File: config.mk
export PLATFORM = sky130hd
export DESIGN_NAME = reservation_station_issue_wakeup_select_core
export DESIGN_NICKNAME = d
export VERILOG_FILES = /design/src/rtl/rsiws_pkg.sv /design/src/rtl/rsiws_cell.sv /design/src/rtl/reservation_station_issue_wakeup_select_core.sv
export VERILOG_INCLUDE_DIRS = /design/src /design/src/rtl
export SDC_FILE = /design/constraint.sdc
export NUM_CORES = 1
export LEC_CHECK = 0
export ABC_AREA = 1
export BUFFER_PORTS_ARGS = -buffer_cell sky130_fd_sc_hd__buf_2
export CAP_MARGIN = 20
export CORE_MARGIN = 2
export CORE_UTILIZATION = 25
export DETAILED_ROUTE_END_ITERATION = 10
export GPL_TIMING_DRIVEN = 0
export PLACE_DENSITY = 0.45
export REMOVE_ABC_BUFFERS = 1
export SYNTH_ARGS = -nofsm -noshare
export SYNTH_HDL_FRONTEND = slang
export SYNTH_HIERARCHICAL = 1
export SYNTH_SLANG_ARGS = --single-unit
File: constraint.sdc
create_clock -name clk -period 9.2 [get_ports clk]
set_input_delay 0.46 -clock clk [delete_from_list [all_inputs] [get_ports clk]]
set_output_delay 0.46 -clock clk [all_outputs]
set_load 0.05 [all_outputs]
File: src/rtl/reservation_station_issue_wakeup_select_core_assert.svh
// Assertion macros for the reservation station RTL.
`ifndef RESERVATION_STATION_ISSUE_WAKEUP_SELECT_CORE_ASSERT_SVH
`define RESERVATION_STATION_ISSUE_WAKEUP_SELECT_CORE_ASSERT_SVH

// Same-cycle implication, checked on every clock edge out of reset.
`define RSIWS_ASSERT_NOW(lbl, ante, cons) \
  lbl: assert property (@(posedge clk) disable iff (!rst_n) (ante) |-> (cons)) \
    else $error("reservation station check failed");

// Next-cycle implication.
`define RSIWS_ASSERT_NEXT(lbl, ante, cons) \
  lbl: assert property (@(posedge clk) disable iff (!rst_n) (ante) |=> (cons)) \
    else $error("reservation station check failed");

`endif

File: src/rtl/rsiws_pkg.sv
package rsiws_pkg;

  localparam int CMD_W     = 2;
  localparam int OP_W      = 2;
  localparam int AGE_W     = 16;
  localparam int LAT_W     = 6;
  localparam int KIND_W    = 2;
  localparam int ENTRY_W   = 2;
  localparam int CFG_IDX_W = 2;
  localparam int NUM_LAT   = 4;

  localparam logic [CMD_W-1:0] CMD_TICK  = 2'd0;
  localparam logic [CMD_W-1:0] CMD_ISSUE = 2'd1;
  localparam logic [CMD_W-1:0] CMD_BCAST = 2'd2;

  localparam logic [KIND_W-1:0] KIND_ISSUE = 2'd0;
  localparam logic [KIND_W-1:0] KIND_DONE  = 2'd1;
  localparam logic [KIND_W-1:0] KIND_NONE  = 2'd2;

  localparam logic [LAT_W-1:0] LAT_RST_OP0 = 6'd2;
  localparam logic [LAT_W-1:0] LAT_RST_OP1 = 6'd2;
  localparam logic [LAT_W-1:0] LAT_RST_OP2 = 6'd10;
  localparam logic [LAT_W-1:0] LAT_RST_OP3 = 6'd40;

  typedef struct packed {
    logic issue;
    logic bcast;
    logic tick;
    logic start;
  } cell_ctrl_t;

  typedef struct packed {
    logic busy;
    logic running;
    logic done;
  } cell_stat_t;

endpackage

File: src/rtl/rsiws_cell.sv
module rsiws_cell
  import rsiws_pkg::*;
#(
  parameter int IDX        = 0,
  parameter int IDXW       = 2,
  parameter int DATA_WIDTH = 32,
  parameter int TAG_WIDTH  = 4
) (
  input  logic                  clk,
  input  logic                  rst_n,
  input  cell_ctrl_t            ctrl,
  input  logic [OP_W-1:0]       iss_op,
  input  logic                  iss_src1_pending,
  input  logic [DATA_WIDTH-1:0] iss_src1,
  input  logic                  iss_src2_pending,
  input  logic [DATA_WIDTH-1:0] iss_src2,
  input  logic [AGE_W-1:0]      iss_age,
  input  logic [TAG_WIDTH-1:0]  cdb_tag,
  input  logic [DATA_WIDTH-1:0] cdb_value,
  input  logic [LAT_W-1:0]      start_lat,
  input  logic                  scan_in_valid,
  input  logic [AGE_W-1:0]      scan_in_age,
  input  logic [IDXW-1:0]       scan_in_idx,
  output logic                  scan_out_valid,
  output logic [AGE_W-1:0]      scan_out_age,
  output logic [IDXW-1:0]       scan_out_idx,
  output cell_stat_t            stat,
  output logic [OP_W-1:0]       opcode,
  output logic [DATA_WIDTH-1:0] data1,
  output logic [DATA_WIDTH-1:0] data2
);

  logic                  busy_r, running_r, wait1_r, wait2_r;
  logic [LAT_W-1:0]      cnt_r;
  logic [OP_W-1:0]       op_r;
  logic [DATA_WIDTH-1:0] d1_r, d2_r;
  logic [AGE_W-1:0]      age_r;
  logic                  sv_r;
  logic [AGE_W-1:0]      sa_r;
  logic [IDXW-1:0]       si_r;
  logic [DATA_WIDTH-1:0] tag_ext;
  logic                  hit1, hit2, eligible, take;

  assign tag_ext  = DATA_WIDTH'(cdb_tag);
  assign hit1     = ctrl.bcast && busy_r && wait1_r && (d1_r == tag_ext);
  assign hit2     = ctrl.bcast && busy_r && wait2_r && (d2_r == tag_ext);
  assign eligible = busy_r && !running_r && !wait1_r && !wait2_r;
  // A later cell wins only when strictly older, so ties keep the lower index.
  assign take     = eligible && (!scan_in_valid || (age_r < scan_in_age));

  always_ff @(posedge clk) begin
    if (!rst_n) begin
      busy_r    <= 1'b0;
      running_r <= 1'b0;
      wait1_r   <= 1'b0;
      wait2_r   <= 1'b0;
      sv_r      <= 1'b0;
    end else begin
      sv_r <= take || scan_in_valid;
      if (ctrl.issue) begin
        busy_r    <= 1'b1;
        running_r <= 1'b0;
        wait1_r   <= iss_src1_pending;
        wait2_r   <= iss_src2_pending;
      end else if (ctrl.tick && busy_r && running_r) begin
        if (cnt_r == '0) begin
          busy_r    <= 1'b0;
          running_r <= 1'b0;
          wait1_r   <= 1'b0;
          wait2_r   <= 1'b0;
        end
      end else if (ctrl.start) begin
        running_r <= 1'b1;
      end else begin
        if (hit1) wait1_r <= 1'b0;
        if (hit2) wait2_r <= 1'b0;
      end
    end
  end

  always_ff @(posedge clk) begin
    sa_r <= take ? age_r : scan_in_age;
    si_r <= take ? IDXW'(IDX) : scan_in_idx;
    if (ctrl.issue) begin
      op_r  <= iss_op;
      age_r <= iss_age;
      d1_r  <= iss_src1_pending ? DATA_WIDTH'(iss_src1[TAG_WIDTH-1:0]) : iss_src1;
      d2_r  <= iss_src2_pending ? DATA_WIDTH'(iss_src2[TAG_WIDTH-1:0]) : iss_src2;
    end else begin
      if (hit1) d1_r <= cdb_value;
      if (hit2) d2_r <= cdb_value;
    end
    if (ctrl.start) begin
      cnt_r <= start_lat;
    end else if (ctrl.tick && busy_r && running_r && cnt_r != '0) begin
      cnt_r <= cnt_r - 1'b1;
    end
  end

  assign scan_out_valid = sv_r;
  assign scan_out_age   = sa_r;
  assign scan_out_idx   = si_r;
  assign stat.busy      = busy_r;
  assign stat.running   = running_r;
  assign stat.done      = busy_r && running_r && (cnt_r == '0);
  assign opcode         = op_r;
  assign data1          = d1_r;
  assign data2          = d2_r;

endmodule

File: src/rtl/reservation_station_issue_wakeup_select_core.sv
// Reservation station group with round-robin issue, tag wakeup and oldest-first
// select. Issue, broadcast and unknown commands each give a single result beat.
// A tick gives one result beat per completion, or one beat when nothing
// completes, after its select passes: none when every unit is already
// running, otherwise one per entry started plus one more when the ready entries
// run out before the free units do. Each pass runs a scan token through the row
// of entry cells, one cell per cycle, and result beats leave one per cycle in
// entry order while the receiver is ready. The next item is taken the cycle
// after the last result beat has been taken.
module reservation_station_issue_wakeup_select_core
  import rsiws_pkg::*;
#(
  parameter int NUM_ENTRIES = 4,
  parameter int NUM_UNITS   = 2,
  parameter int DATA_WIDTH  = 32,
  parameter int TAG_WIDTH   = 4
) (
  input  logic                  clk,
  input  logic                  rst_n,
  input  logic                  in_valid,
  output logic                  in_ready,
  input  logic [CMD_W-1:0]      in_command,
  input  logic [OP_W-1:0]       in_op,
  input  logic                  in_src1_pending,
  input  logic [DATA_WIDTH-1:0] in_src1,
  input  logic                  in_src2_pending,
  input  logic [DATA_WIDTH-1:0] in_src2,
  input  logic [AGE_W-1:0]      in_issue_time,
  input  logic [TAG_WIDTH-1:0]  in_cdb_tag,
  input  logic [DATA_WIDTH-1:0] in_cdb_value,
  output logic                  out_valid,
  input  logic                  out_ready,
  output logic [KIND_W-1:0]     out_kind,
  output logic                  out_accepted,
  output logic [ENTRY_W-1:0]    out_entry,
  output logic [OP_W-1:0]       out_result_op,
  output logic [DATA_WIDTH-1:0] out_operand1,
  output logic [DATA_WIDTH-1:0] out_operand2,
  output logic                  out_last,
  output logic                  out_all_free,
  input  logic                  cfg_we,
  input  logic [CFG_IDX_W-1:0]  cfg_index,
  input  logic [LAT_W-1:0]      cfg_wdata
);

  `include "reservation_station_issue_wakeup_select_core_assert.svh"

  localparam int IDXW = $clog2(NUM_ENTRIES);
  localparam int CNTW = $clog2(NUM_ENTRIES + 1);
  localparam int PKW  = $clog2(NUM_UNITS + 1);

  typedef enum logic [2:0] {S_IDLE, S_REPLY, S_COUNT, S_SCAN, S_EMIT} state_t;

  state_t                state_r;
  logic [LAT_W-1:0]      lat_r [NUM_LAT];
  logic [IDXW-1:0]       alloc_ptr_r;
  logic [KIND_W-1:0]     rep_kind_r;
  logic                  rep_acc_r;
  logic [ENTRY_W-1:0]    rep_entry_r;
  logic [NUM_ENTRIES-1:0] mask_r;
  logic [PKW-1:0]        picks_r;
  logic [CNTW-1:0]       scan_cnt_r;

  logic                  out_valid_r, out_acc_r, out_last_r, out_all_free_r;
  logic [KIND_W-1:0]     out_kind_r;
  logic [ENTRY_W-1:0]    out_entry_r;
  logic [OP_W-1:0]       out_op_r;
  logic [DATA_WIDTH-1:0] out_d1_r, out_d2_r;

  cell_ctrl_t            ctrl [NUM_ENTRIES];
  cell_stat_t            stat [NUM_ENTRIES];
  logic [OP_W-1:0]       cell_op [NUM_ENTRIES];
  logic [DATA_WIDTH-1:0] cell_d1 [NUM_ENTRIES];
  logic [DATA_WIDTH-1:0] cell_d2 [NUM_ENTRIES];
  logic                  scan_v   [NUM_ENTRIES+1];
  logic [AGE_W-1:0]      scan_age [NUM_ENTRIES+1];
  logic [IDXW-1:0]       scan_idx [NUM_ENTRIES+1];

  logic                  fire, out_load, out_set, any_busy, iss_ok;
  logic                  found_v, pick_now, low_v, low_last;
  logic [IDXW-1:0]       found_idx, low_idx;
  logic [NUM_ENTRIES-1:0] busy_vec, run_vec, done_vec;
  logic [CNTW-1:0]       run_cnt;
  logic [LAT_W-1:0]      pick_lat, start_lat;

  assign fire     = in_valid && in_ready;
  assign in_ready = (state_r == S_IDLE) && !out_valid_r;
  assign out_load = !out_valid_r || out_ready;
  assign out_set  = ((state_r == S_REPLY) || (state_r == S_EMIT)) && out_load;
  assign iss_ok   = (in_command == CMD_ISSUE) && found_v;

  always_comb begin
    for (int i = 0; i < NUM_ENTRIES; i++) begin
      busy_vec[i] = stat[i].busy;
      run_vec[i]  = stat[i].running;
      done_vec[i] = stat[i].done;
    end
  end
  assign any_busy = |busy_vec;
  assign run_cnt  = CNTW'($countones(run_vec));

  // Round-robin free search: the nearest free entry after the pointer wins.
  always_comb begin
    int p;
    found_v   = 1'b0;
    found_idx = '0;
    for (int n = NUM_ENTRIES; n >= 1; n--) begin
      p = int'(alloc_ptr_r) + n;
      if (p >= NUM_ENTRIES) p = p - NUM_ENTRIES;
      if (!busy_vec[IDXW'(p)]) begin
        found_v   = 1'b1;
        found_idx = IDXW'(p);
      end
    end
  end

  always_comb begin
    low_v   = 1'b0;
    low_idx = '0;
    for (int i = NUM_ENTRIES - 1; i >= 0; i--) begin
      if (mask_r[i]) begin
        low_v   = 1'b1;
        low_idx = IDXW'(i);
      end
    end
  end
  assign low_last = (mask_r & ~(NUM_ENTRIES'(1) << low_idx)) == '0;

  assign pick_now  = (state_r == S_SCAN) && (scan_cnt_r == CNTW'(NUM_ENTRIES))
                     && scan_v[NUM_ENTRIES];
  assign pick_lat  = lat_r[cell_op[scan_idx[NUM_ENTRIES]]];
  assign start_lat = (pick_lat == '0) ? LAT_W'(1) : pick_lat;

  always_comb begin
    for (int i = 0; i < NUM_ENTRIES; i++) begin
      ctrl[i].issue = fire && (in_command == CMD_ISSUE) && found_v && (found_idx == IDXW'(i));
      ctrl[i].bcast = fire && (in_command == CMD_BCAST);
      ctrl[i].tick  = fire && (in_command == CMD_TICK);
      ctrl[i].start = pick_now && (scan_idx[NUM_ENTRIES] == IDXW'(i));
    end
  end

  assign scan_v[0]   = 1'b0;
  assign scan_age[0] = '0;
  assign scan_idx[0] = '0;

  for (genvar g = 0; g < NUM_ENTRIES; g++) begin : g_cell
    rsiws_cell #(
      .IDX        (g),
      .IDXW       (IDXW),
      .DATA_WIDTH (DATA_WIDTH),
      .TAG_WIDTH  (TAG_WIDTH)
    ) u_cell (
      .clk              (clk),
      .rst_n            (rst_n),
      .ctrl             (ctrl[g]),
      .iss_op           (in_op),
      .iss_src1_pending (in_src1_pending),
      .iss_src1         (in_src1),
      .iss_src2_pending (in_src2_pending),
      .iss_src2         (in_src2),
      .iss_age          (in_issue_time),
      .cdb_tag          (in_cdb_tag),
      .cdb_value        (in_cdb_value),
      .start_lat        (start_lat),
      .scan_in_valid    (scan_v[g]),
      .scan_in_age      (scan_age[g]),
      .scan_in_idx      (scan_idx[g]),
      .scan_out_valid   (scan_v[g+1]),
      .scan_out_age     (scan_age[g+1]),
      .scan_out_idx     (scan_idx[g+1]),
      .stat             (stat[g]),
      .opcode           (cell_op[g]),
      .data1            (cell_d1[g]),
      .data2            (cell_d2[g])
    );
  end

  always_ff @(posedge clk) begin
    if (!rst_n) begin
      lat_r[0] <= LAT_RST_OP0;
      lat_r[1] <= LAT_RST_OP1;
      lat_r[2] <= LAT_RST_OP2;
      lat_r[3] <= LAT_RST_OP3;
    end else if (cfg_we) begin
      lat_r[cfg_index] <= cfg_wdata;
    end
  end

  always_ff @(posedge clk) begin
    if (!rst_n) begin
      state_r     <= S_IDLE;
      alloc_ptr_r <= IDXW'(NUM_ENTRIES - 1);
      out_valid_r <= 1'b0;
    end else begin
      if (out_set) begin
        out_valid_r <= 1'b1;
      end else if (out_ready) begin
        out_valid_r <= 1'b0;
      end
      unique case (state_r)
        S_IDLE: begin
          if (fire) begin
            rep_acc_r   <= iss_ok;
            rep_entry_r <= iss_ok ? ENTRY_W'(found_idx) : '0;
            rep_kind_r  <= (in_command == CMD_ISSUE) ? KIND_ISSUE : KIND_NONE;
            state_r     <= (in_command == CMD_TICK) ? S_COUNT : S_REPLY;
            if (iss_ok) alloc_ptr_r <= found_idx;
          end
        end
        S_REPLY: begin
          if (out_load) begin
            out_kind_r     <= rep_kind_r;
            out_acc_r      <= rep_acc_r;
            out_entry_r    <= rep_entry_r;
            out_op_r       <= '0;
            out_d1_r       <= '0;
            out_d2_r       <= '0;
            out_last_r     <= 1'b1;
            out_all_free_r <= !any_busy;
            state_r        <= S_IDLE;
          end
        end
        S_COUNT: begin
          mask_r     <= done_vec;
          scan_cnt_r <= '0;
          if (int'(run_cnt) < NUM_UNITS) begin
            picks_r <= PKW'(NUM_UNITS - int'(run_cnt));
            state_r <= S_SCAN;
          end else begin
            picks_r <= '0;
            state_r <= S_EMIT;
          end
        end
        S_SCAN: begin
          scan_cnt_r <= (scan_cnt_r == CNTW'(NUM_ENTRIES)) ? '0 : scan_cnt_r + 1'b1;
          if (scan_cnt_r == CNTW'(NUM_ENTRIES)) begin
            if (!scan_v[NUM_ENTRIES] || picks_r == PKW'(1)) state_r <= S_EMIT;
            if (scan_v[NUM_ENTRIES]) picks_r <= picks_r - 1'b1;
          end
        end
        S_EMIT: begin
          if (out_load) begin
            out_acc_r      <= 1'b0;
            out_all_free_r <= !any_busy;
            if (low_v) begin
              out_kind_r  <= KIND_DONE;
              out_entry_r <= ENTRY_W'(low_idx);
              out_op_r    <= cell_op[low_idx];
              out_d1_r    <= cell_d1[low_idx];
              out_d2_r    <= cell_d2[low_idx];
              out_last_r  <= low_last;
              mask_r[low_idx] <= 1'b0;
              if (low_last) state_r <= S_IDLE;
            end else begin
              out_kind_r  <= KIND_NONE;
              out_entry_r <= '0;
              out_op_r    <= '0;
              out_d1_r    <= '0;
              out_d2_r    <= '0;
              out_last_r  <= 1'b1;
              state_r     <= S_IDLE;
            end
          end
        end
        default: state_r <= S_IDLE;
      endcase
    end
  end

  assign out_valid     = out_valid_r;
  assign out_kind      = out_kind_r;
  assign out_accepted  = out_acc_r;
  assign out_entry     = out_entry_r;
  assign out_result_op = out_op_r;
  assign out_operand1  = out_d1_r;
  assign out_operand2  = out_d2_r;
  assign out_last      = out_last_r;
  assign out_all_free  = out_all_free_r;

  `RSIWS_ASSERT_NEXT(a_busy_after_accept, fire, state_r != S_IDLE)
  `RSIWS_ASSERT_NOW(a_units_bounded, state_r == S_IDLE, int'(run_cnt) <= NUM_UNITS)
  `RSIWS_ASSERT_NOW(a_scan_has_pick, state_r == S_SCAN, picks_r != '0)
  `RSIWS_ASSERT_NEXT(a_issue_takes_entry, fire && in_command == CMD_ISSUE && found_v,
                     busy_vec[$past(found_idx)])

endmodule
### After elaboration in Yosys (flattened, before gate mapping)

Memory sizes are Yosys's and may differ from the RTL's.
Cells that the tools add are included.

* flip-flop bits (word level): 518
* memory bits (writable): 24
* bits of input ports: 135
* output and inout port bits: 75
* logic and storage cells: 512
* memories kept: 1

* add/sub/neg operators: 18
* $lt $le $gt $ge: 16
* equality and inequality tests: 42
* shift operators: 1
* mux-type cells: 182
* bitwise operators: 7
* reductions and logical operators: 182

Memories
* lat_r: depth 4, width 6, read ports 1, clocked after Yosys merged registers in 0, write ports 4, RTL line reservation_station_issue_wakeup_select_core.sv:55 `logic [LAT_W-1:0] lat_r [NUM_LAT];`

Operators with widths (count)
* $mux W32: 27
* $eq A32 B4 Y1: 8
* $bmux W32 S2: 2
* $pmux W32 S2: 2
* $mux W1: 81
* $logic_and A1 B1 Y1: 74
* $mux W2: 31
* $mux W6: 10
* $reduce_bool A2 Y1: 28
* $lt A16 B16 Y1: 3
* $reduce_and A3 Y1: 11
* $mux W16: 2
* $logic_not A6 Y1: 5
* $mux W3: 9
* $reduce_bool A3 Y1: 8
* $reduce_bool A6 Y1: 4
* $sub A6 B1 Y6 const B: 4
* $logic_not A1 Y1: 18
* $reduce_and A2 Y1: 9
* $lt A2 B4 Y1 const B: 4
* $ne A2 B2 Y1 const B: 8
* $pmux W2 S2: 4
* $ge A3 B3 Y1 const B: 5
* $ne A3 B3 Y1 const B: 5
* 41 further kinds: 86

### Longest topological paths before layout

Gate-level depths: netlist (run 1).

* depth in word-level cells: 14
* depth in mapped cells: 20
* gate-level depth less buffers: 18

### Hierarchy

The synthesis (run 1) kept the hierarchy.

By module, submodules not included
* rsiws_cell (g_cell[1].u_cell ...): instances 2, cells an instance 553, area an instance 5241.3 µm², seq. area each 3103.0 µm²
* reservation_station_issue_wakeup_select_core: instances 1, cells an instance 793, area an instance 6819.0 µm², seq. area each 3423.3 µm²
* rsiws_cell (g_cell[0].u_cell): instances 1, cells an instance 556, area an instance 5292.6 µm², seq. area each 3103.0 µm²
* rsiws_cell (g_cell[3].u_cell): instances 1, cells an instance 554, area an instance 5241.3 µm², seq. area each 3103.0 µm²

### Least setup slack after synthesis (run 1)

Ideal clock, no wire load.

* path type: input port to flip-flop
* from: in rst_n
* to: reg out_acc_r (netlist: out_accepted) (enable)
* setup time: 0.503 ns
* arrival: 3.852 ns
* data required time: 8.697 ns
* setup slack: 4.846 ns
* stages on the path: 3
* path buffers: 1
* cells stage by stage: clkbuf_1 -> nand2_1 -> nor2_1

* longest elaborated chain between the ends: 1

Ends and longest elaborated chain
* start, declared: RTL line reservation_station_issue_wakeup_select_core.sv:19 `input logic rst_n,`
* $reduce_and A4 Y1 (no source line)
* end signal, assigned: RTL line reservation_station_issue_wakeup_select_core.sv:214 `out_acc_r <= rep_acc_r;`
* end, declared: RTL line reservation_station_issue_wakeup_select_core.sv:64 `logic out_valid_r, out_acc_r, out_last_r, out_all_free_r;`

Every way passes these cells.
A chain may end at the register's enable or synchronous reset.

==> results.txt, run 1 <==
- Number of top-level pins: 210
- Drt drc: 0
* Cell count of the worst hold path: 1
* Layout Area Growth over Synthesis: 18.7%
- Setup repair after global routing left no endpoint under its margin.
- Finished Layout Cells: 4,639
- In this run the power density over the cells is roughly 210 nW/um2.
- STA classifies the critical path startpoint as a flip-flop.
- Status: finished clean
- On the final layout, the worst clock skew is roughly 27 ps.
- WS Path Type: flip-flop to flip-flop
* Endpoint, Worst Hold: g_cell[0].u_cell/opcode[1]
- For this run, the total global-route usage over all layers was measured as between 15 and 20%.
* Buffers on Ports: 209
* Count of mapped cells out of synthesis: between 2,000 and 3,000
- The floorplan has ~120 rows.
- Number of DRC violations after detailed-routing iteration 0: ~1,600
- In this run the static leakage power is ~13 nW.
* Final number of max-transition violations: 0
- Overall die height: roughly 330 um
- Of all nets on the critical path, the largest fanout is 28.
- Derived from the worst setup path, the maximum achievable clock frequency is between 200 and 300 MHz.
- Area taken by multi-input logic gates: slightly above 9000 um2
- The floorplan step set the die width to about 330 um.
* Number of filler instances in the final layout: roughly 11,000
- At the end of routability-driven placement, the weighted congestion stood at around 0.8.
* Aggregate routed wire length: a little under 90,000 um
* Number of global-route vias before repair: between 20,000 and 25,000
- Worst setup slack before clock tree synthesis: around 5300 ps
* Post-cts sizing count: 0
- The Yosys step of the flow raised 6 warnings.
- The path class of the tightest hold or removal check is primary input to flip-flop.
- The routed design could run at a clock period as short as approximately 4000 ps.
- Later-pin clock latency in the skew report: 610 ps
- Placed Instances: roughly 4,500
- Maximum number of pins on one net before global-route repair: between 60 and 70
* Clock edge transition at the registers on the reported setup and hold paths: about 60 ps
- Initial Utilization: 25.2%
- The worst register-to-register path ends at g_cell[3].u_cell/data1[8].
* Post-synth design cell area: 27,300 um2
- Number of antenna violations at the first check in global routing: 25
- The H-tree was split into 3 levels.
- Hold path start: in_op[1]
- Post-route antenna net violation count: 0
- Clock sink count: ~540
- Root Buffer Master: sky130_fd_sc_hd__clkbuf_16
* Fin crit share: a little over two fifths
- Required time at the worst-slack endpoint: 9610 ps
- Data on the critical path arrives at its endpoint at around 4400 ps.
* Net count reported at finish: about 3,400
* TritonCTS clock tree: done
- Averaged over all synthesized cells, the footprint is just over 9 um2.
- Setup violations remaining at the end of the flow were counted as 0.
* Via-to-Cell Ratio: roughly 4.5
- After legalization and detailed placement, the total HPWL measured 63,000 um.
- Sequential cell area: roughly 16,000 um2
- The tool flagged a number of max-cap violations equal to 0.
* Drt pass-1 iters: 5
- Across all register-to-register paths, the minimum setup slack is ~5200 ps.
- Crit Reg-Reg Startpoint: alloc_ptr_r[0]
- Worst-case vdd ir drop: between 0.1 and 0.15 mV
* Total clock buffers created by CTS: 66
- Total gr overflow: 0
* Avg WL per Cell: around 19 um
* Routed via count: 20,700
* First-pass GRT wire length: roughly 130,000 um
- Hold-fix buffers, CTS: 0
* Fraction of final layout cells with drive strength greater than 1: between 10% and 20%
- The number of hold violations in the final report was 0.
- Depth of the worst register-to-register path: 14
- Die area: 112,000 um2
- The core region is roughly 110,000 um2.
- Critical path endpoint category: flip-flop
* Postcts setup bufs: 0
- Final worst slack: roughly 5200 ps
* Max Root-Sink Buffers: 3
* Headroom to the max-slew limit: about 29%
- Least-Margin Pin Slew: around 1100 ps
==> how the worst max path moves through the flow <==
stage	start	to	slack, ps	depth (start not counted)
CTS	alloc_ptr_r[0]	g_cell[3].u_cell/data2[31]	5280	14
global route	alloc_ptr_r[0]	g_cell[3].u_cell/data2[31]	5010	14
finish	alloc_ptr_r[0]	g_cell[3].u_cell/data1[8]	5200	14
floorplan	out_valid	g_cell[0].u_cell/data1[0]	1520	7
global placement	alloc_ptr_r[0]	g_cell[0].u_cell/data2[21]	-5940	10
detailed placement	alloc_ptr_r[0]	g_cell[3].u_cell/data2[31]	5290	14
==> layout make-up <==
cell class                      instances  share of cell area, %
Multi-Input combinational cell       1754                   28.2
Tap cell                             1414                   5.46
Timing Repair Buffer                  250                   5.46
Sequential cell                       544                   47.9
Antenna cell                            7                 0.0541
Clock buffer                           89                   5.81
Inverter                              553                   6.44
Clock inverter                         28                  0.664
==> through the flow <==
stage               setup TNS, ps  power, mW  area, um2  hold slack, ps  util (%)
finish                          0       6.92      32400            73.2      29.8
global route                    0       7.24      32400            52.4      29.8
CTS                             0       7.01      32400            38.8      29.8
detailed placement              0       4.42      30300             399      27.9
global placement         -1317040       4.38      29500             398      27.2
floorplan                       0       3.89      26700             387         -
==> power breakdown <==
group | total, mW | leakage, nW | internal [mW] | switching, mW
logic | 1.34 | 7.47 | 0.376 | 0.967
registers | 3.01 | 4.90 | 2.92 | 0.0929
clock network | 2.57 | 1.03 | 1.52 | 1.05
==> flip-flops by register name, indices dropped and copies added (netlist names), 8 cells and up <==
| register | cells |
|---|---|
| lat_r | 24 |
| out_operand2 | 32 |
| g_cell.u_cell/cnt_r | 24 |
| g_cell.u_cell/scan_out_age | 48 |
| g_cell.u_cell/scan_out_idx | 8 |
| g_cell.u_cell/opcode | 8 |
| g_cell.u_cell/data1 | 128 |
| g_cell.u_cell/age_r | 64 |
| out_operand1 | 32 |
| g_cell.u_cell/data2 | 128 |
==> cells in the final DEF, fill, tap and decap left out, types with 9 or more instances in the layout <==
cell                        count
sky130_fd_sc_hd__nor3_1        27
sky130_fd_sc_hd__o22ai_1      225
sky130_fd_sc_hd__buf_2        211
sky130_fd_sc_hd__o21ai_1       50
sky130_fd_sc_hd__a31oi_1       67
sky130_fd_sc_hd__dfxtp_1       82
sky130_fd_sc_hd__nor2_1       234
sky130_fd_sc_hd__clkbuf_16     70
sky130_fd_sc_hd__nand2_2       19
sky130_fd_sc_hd__nand3_1      102
sky130_fd_sc_hd__nand2_1      630
sky130_fd_sc_hd__a21oi_1       63
sky130_fd_sc_hd__inv_2          9
sky130_fd_sc_hd__o21a_1        72
sky130_fd_sc_hd__xor2_1        25
sky130_fd_sc_hd__buf_12        20
sky130_fd_sc_hd__conb_1        36
sky130_fd_sc_hd__clkinv_1      14
sky130_fd_sc_hd__o21ai_0       58
sky130_fd_sc_hd__or2_2         11
sky130_fd_sc_hd__edfxtp_1     462
sky130_fd_sc_hd__nand4_1       11
sky130_fd_sc_hd__ha_1          73
sky130_fd_sc_hd__clkbuf_1      13
sky130_fd_sc_hd__inv_1        539
==> routing by layer <==
| layer | part of all wire, % | up-vias | global-route usage, % |
|---|---|---|---|
| met5 | 0.19 | - | 0 |
| met4 | 1.8 | 28 | 3.92 |
| met3 | 6.8 | 132 | 3.41 |
| met2 | 45 | 567 | 25.2 |
| met1 | 46 | 9736 | 21.6 |
| li1 | - | 10200 | - |
==> worst max-delay path: stages, from the launching register on <==
cell                      delay (ps)
sky130_fd_sc_hd__dfxtp_1         510
sky130_fd_sc_hd__inv_2           100
sky130_fd_sc_hd__nand2_1          70
sky130_fd_sc_hd__nand2_1          80
sky130_fd_sc_hd__o21ai_0         170
sky130_fd_sc_hd__nand3_1         110
sky130_fd_sc_hd__nand3_1          80
sky130_fd_sc_hd__nand2_1          80
sky130_fd_sc_hd__inv_1           140
sky130_fd_sc_hd__nand2_1         170
sky130_fd_sc_hd__nor2_4          700
sky130_fd_sc_hd__buf_12          290
sky130_fd_sc_hd__inv_2           170
sky130_fd_sc_hd__or2_2           680
sky130_fd_sc_hd__o22ai_1         370
Note: power is estimated with default switching activity, not from simulation.
==> inputs of run 2 (changes only) <==
==> constraint.sdc (replaced) <==
create_clock -name clk -period 3.7 [get_ports clk]
set_input_delay 0.185 -clock clk [delete_from_list [all_inputs] [get_ports clk]]
set_output_delay 0.185 -clock clk [all_outputs]
set_load 0.05 [all_outputs]
==> run 2 against run 1 <==
Net effect: critical path depth decreased by 1; core utilization increased by 1.2 points; non-clock buffer count increased by 132; combinational power increased to 2.6 times the previous value; register-to-register slack got worse by 5000 ps; maximum frequency increased by 14%; die area unchanged; power increased to 2.5 times the previous value; via count increased by 3.1%.
==> results.txt, run 2 (same netlist as run 1, synthesis figures left out) <==
* Status: finished clean (unchanged)
* Switching power summed over all nets: 5.30 mW (was 2.11 mW)
- The destination of the worst register-to-register timing path is g_cell[3].u_cell/data2[31] (was g_cell[3].u_cell/data1[8]).
- Layout Area Growth over Synthesis: 23.6% (was 18.7%)
- The root buffer cell is sky130_fd_sc_hd__clkbuf_16 (unchanged).
* Fraction of power spent switching nets: 30.5% (about the same)
* Overall die height: 334 um (unchanged)
- The detailed-placement wirelength estimate is 63,000 um (unchanged).
* Clock edge transition at the registers on the reported setup and hold paths: 60 ps (about the same)
- The maximum clock frequency was 284 MHz (was 250 MHz).
- Aggregate routed wire length: 91,100 um (was 89,500 um)
* Number of filler instances in the final layout: 11,200 (was 11,300)
- The wire length of the first global-routing pass came to 133,000 um (was 131,000 um).
- Worst hold margin: 24.8 ps (was 73.2 ps)
* Buffers on Ports: 209 (unchanged)
- The worst flop-to-flop path startpoint is g_cell[1].u_cell/busy_r (was alloc_ptr_r[0]).
- The kind of critical path is flip-flop to flip-flop (unchanged).
* Fraction of final layout cells with drive strength greater than 1: 12.4% (was 12.7%)
- Cell Rows: 121 (unchanged)
* Launching element type of the critical path: flip-flop (unchanged)
- The clock period minus worst slack was 3520 ps (was 4000 ps).
* Maximum number of pins on one net before global-route repair: 67 (unchanged)
- The initial standard-cell utilization of the core came to 25.2% (unchanged).
- Max Root-Sink Buffers: 3 (unchanged)
- The number of CTS-inserted buffers came to 66 (unchanged).
* Setup clock skew after layout: 25.6 ps (was 26.8 ps)
* Headroom to the max-slew limit: 34.5% (was 28.8%)
- Register-to-Register Setup Slack: 180 ps (was 5200 ps)
* Worst min-delay path class: primary input to flip-flop (unchanged)
- Placed inst area: 30,300 um2 (unchanged)
- The global placer's final weighted congestion came to 0.793 (unchanged).
- Max-cap violations: 0 (unchanged)
- The clock latency on the worst-skew pair is 610 ps (about the same).
* Number of top-level pins: 210 (unchanged)
- The number of global-route vias before repair came to 20,800 (was 20,300).
- Leakage: 14.0 nW (was 13.4 nW)
- The number of antenna violations at the first check in global routing came to 17 (was 25).
- The number of cells in the design after placement is 4,513 (unchanged).
- The standard cell core area is 109,000 um2 (unchanged).
- Total gr overflow: 0 (unchanged)
* Area taken by multi-input logic gates: 9180 um2 (was 9150 um2)
- Final number of max-transition violations: 0 (unchanged)
- Most common cell after layout, fill and taps aside: sky130_fd_sc_hd__nand2_1 (unchanged)
- The count of final setup violators came to 0 (unchanged).
* Arrival time reported for the critical path endpoint: 3820 ps (was 4410 ps)
- The routed wirelength normalized by instance count was 19.1 um (was 19.3 um).
- TritonCTS clock tree: done (unchanged)
- The violation count after the first detailed-route iteration was 1,853 (was 1,591).
- Die area: 112,000 um2 (unchanged)
- The vias per cell is 4.47 (was 4.46).
- Cell count of the worst hold path: 3 (was 1)
- The count of nets after finishing was 3,511 (was 3,378).
* Hold path start: rst_n (was in_op[1])
* Required time at the worst-slack endpoint: 4000 ps (was 9610 ps)
- Post-route antenna net violation count: 0 (unchanged)
- The number of cells traversed by the worst register-to-register path is 13 (was 14).
- The power density of the placed cells was 515 nW/um2 (was 214 nW/um2).
- Worst Path Max Fanout: 28 (unchanged)
- Drt pass-1 iters: 9 (was 5)
* Routed via count: 21,300 (was 20,700)
* H-tree levels: 3 (unchanged)
* Endpoint, Worst Hold: state_r[0] (was g_cell[0].u_cell/opcode[1])
* Total global routing track utilization: 15.9% (was 15.7%)
* Overall power after layout: 17.4 mW (was 6.92 mW)
- The combinational power share was 20.1% (was 19.4%).
* Critical path endpoint category: flip-flop (unchanged)
- The number of design rule violations left after detail routing came to 0 (unchanged).
- Finished Layout Cells: 4,770 (was 4,639)
- Seq pwr share: 43.2% (was 43.5%)
* Worst-case vdd ir drop: 0.318 mV (was 0.127 mV)
- Top library cells by usage in the layout, fill and taps aside: sky130_fd_sc_hd__nand2_1 (630), sky130_fd_sc_hd__inv_1 (539), sky130_fd_sc_hd__edfxtp_1 (462) (unchanged).
- Post-route standard cell area excluding fillers: 33,700 um2 (was 32,400 um2)
- Clock sink count: 544 (unchanged)
* Portion of total power attributed to the clock network: 36.8% (was 37.1%)
- The internal power contribution came to 12.1 mW (was 4.81 mW).
- The final worst-path cycle share came to 95.2% (was 43.5%).
- Sequential cell area: 15,500 um2 (unchanged)
* Floorplan die width: 334 um (unchanged)
* Least-Margin Pin Slew: 982 ps (was 1070 ps)
- Number of hold-slack violations in the final timing report: 0 (unchanged)
- RSZ-0062 raised after global routing: false (unchanged)
## run 2: timing repair
item	4_1_cts	5_1_grt
setup endpoints to repair	95	136
hold endpoints to repair	351	0
hold buffers	128	0
setup buffers	2	2
gates cloned	0	1
resized for setup	3	5
pin swaps	0	1
## run 2: how the worst max path moves through the flow
stage / start / endpoint / slack [ps]
2_1_floorplan: out_valid / g_cell[0].u_cell/data1[0] / -3980
3_3_place_gp: alloc_ptr_r[0] / g_cell[0].u_cell/data2[21] / -11440
3_5_place_dp: alloc_ptr_r[0] / g_cell[3].u_cell/data2[31] / -210
4_1_cts: alloc_ptr_r[0] / g_cell[3].u_cell/data2[11] / 10
5_1_grt: alloc_ptr_r[0] / g_cell[2].u_cell/data2[22] / 10
6_report: g_cell[1].u_cell/busy_r / g_cell[3].u_cell/data2[31] / 180
## run 2: layout make-up
| cell class | instances | share of cell area [%] |
|---|---|---|
| Timing Repair Buffer | 382 | 9.13 |
| Clock inverter | 28 | 0.638 |
| Clock buffer | 89 | 5.58 |
| Sequential cell | 544 | 46.0 |
| Multi-Input combinational cell | 1755 | 27.2 |
| Inverter | 553 | 6.18 |
| Tap cell | 1414 | 5.24 |
| Antenna cell | 5 | 0.0371 |
## run 2: per-layer routing
layer,track usage (%),vias to the layer above,part of all wire (%)
li1,-,10500,-
met1,22.3,10100,47
met2,25.6,568,45
met3,2.56,112,5.5
met4,3.91,18,1.7
met5,0,-,0.14
## run 2: power groups by stage
stage | logic [mW] | clock network (mW) | registers, mW
6_report | 3.49 | 6.38 | 7.50
5_1_grt | 3.81 | 6.79 | 7.54
4_1_cts | 3.49 | 6.56 | 7.51
3_5_place_dp | 3.35 | 0 | 7.63
3_3_place_gp | 3.19 | 0 | 7.71
2_1_floorplan | 1.56 | 0 | 8.11
## run 2: metrics by stage
step,setup TNS [ps],worst slack [ps],util (%)
final,0,178,31.1
after global routing,0,14.9,31.1
after detailed placement,-5940,-208,27.9
after floorplan,-1338540,-3980,-
after CTS,0,9.85,31.0
after global placement,-4867450,-11440,27.2
## run 2: worst max-delay path, cell delays in order, from the launching register on
cell,delay (ps)
sky130_fd_sc_hd__dfxtp_1,550
sky130_fd_sc_hd__nand2_1,130
sky130_fd_sc_hd__nand2_1,80
sky130_fd_sc_hd__nand2_1,90
sky130_fd_sc_hd__nor2_1,190
sky130_fd_sc_hd__nor2_2,80
sky130_fd_sc_hd__nand2_1,190
sky130_fd_sc_hd__inv_1,70
sky130_fd_sc_hd__nand2_1,430
sky130_fd_sc_hd__nor2_4,120
sky130_fd_sc_hd__buf_12,200
sky130_fd_sc_hd__inv_2,240
sky130_fd_sc_hd__or2_4,590
sky130_fd_sc_hd__o22ai_1,200
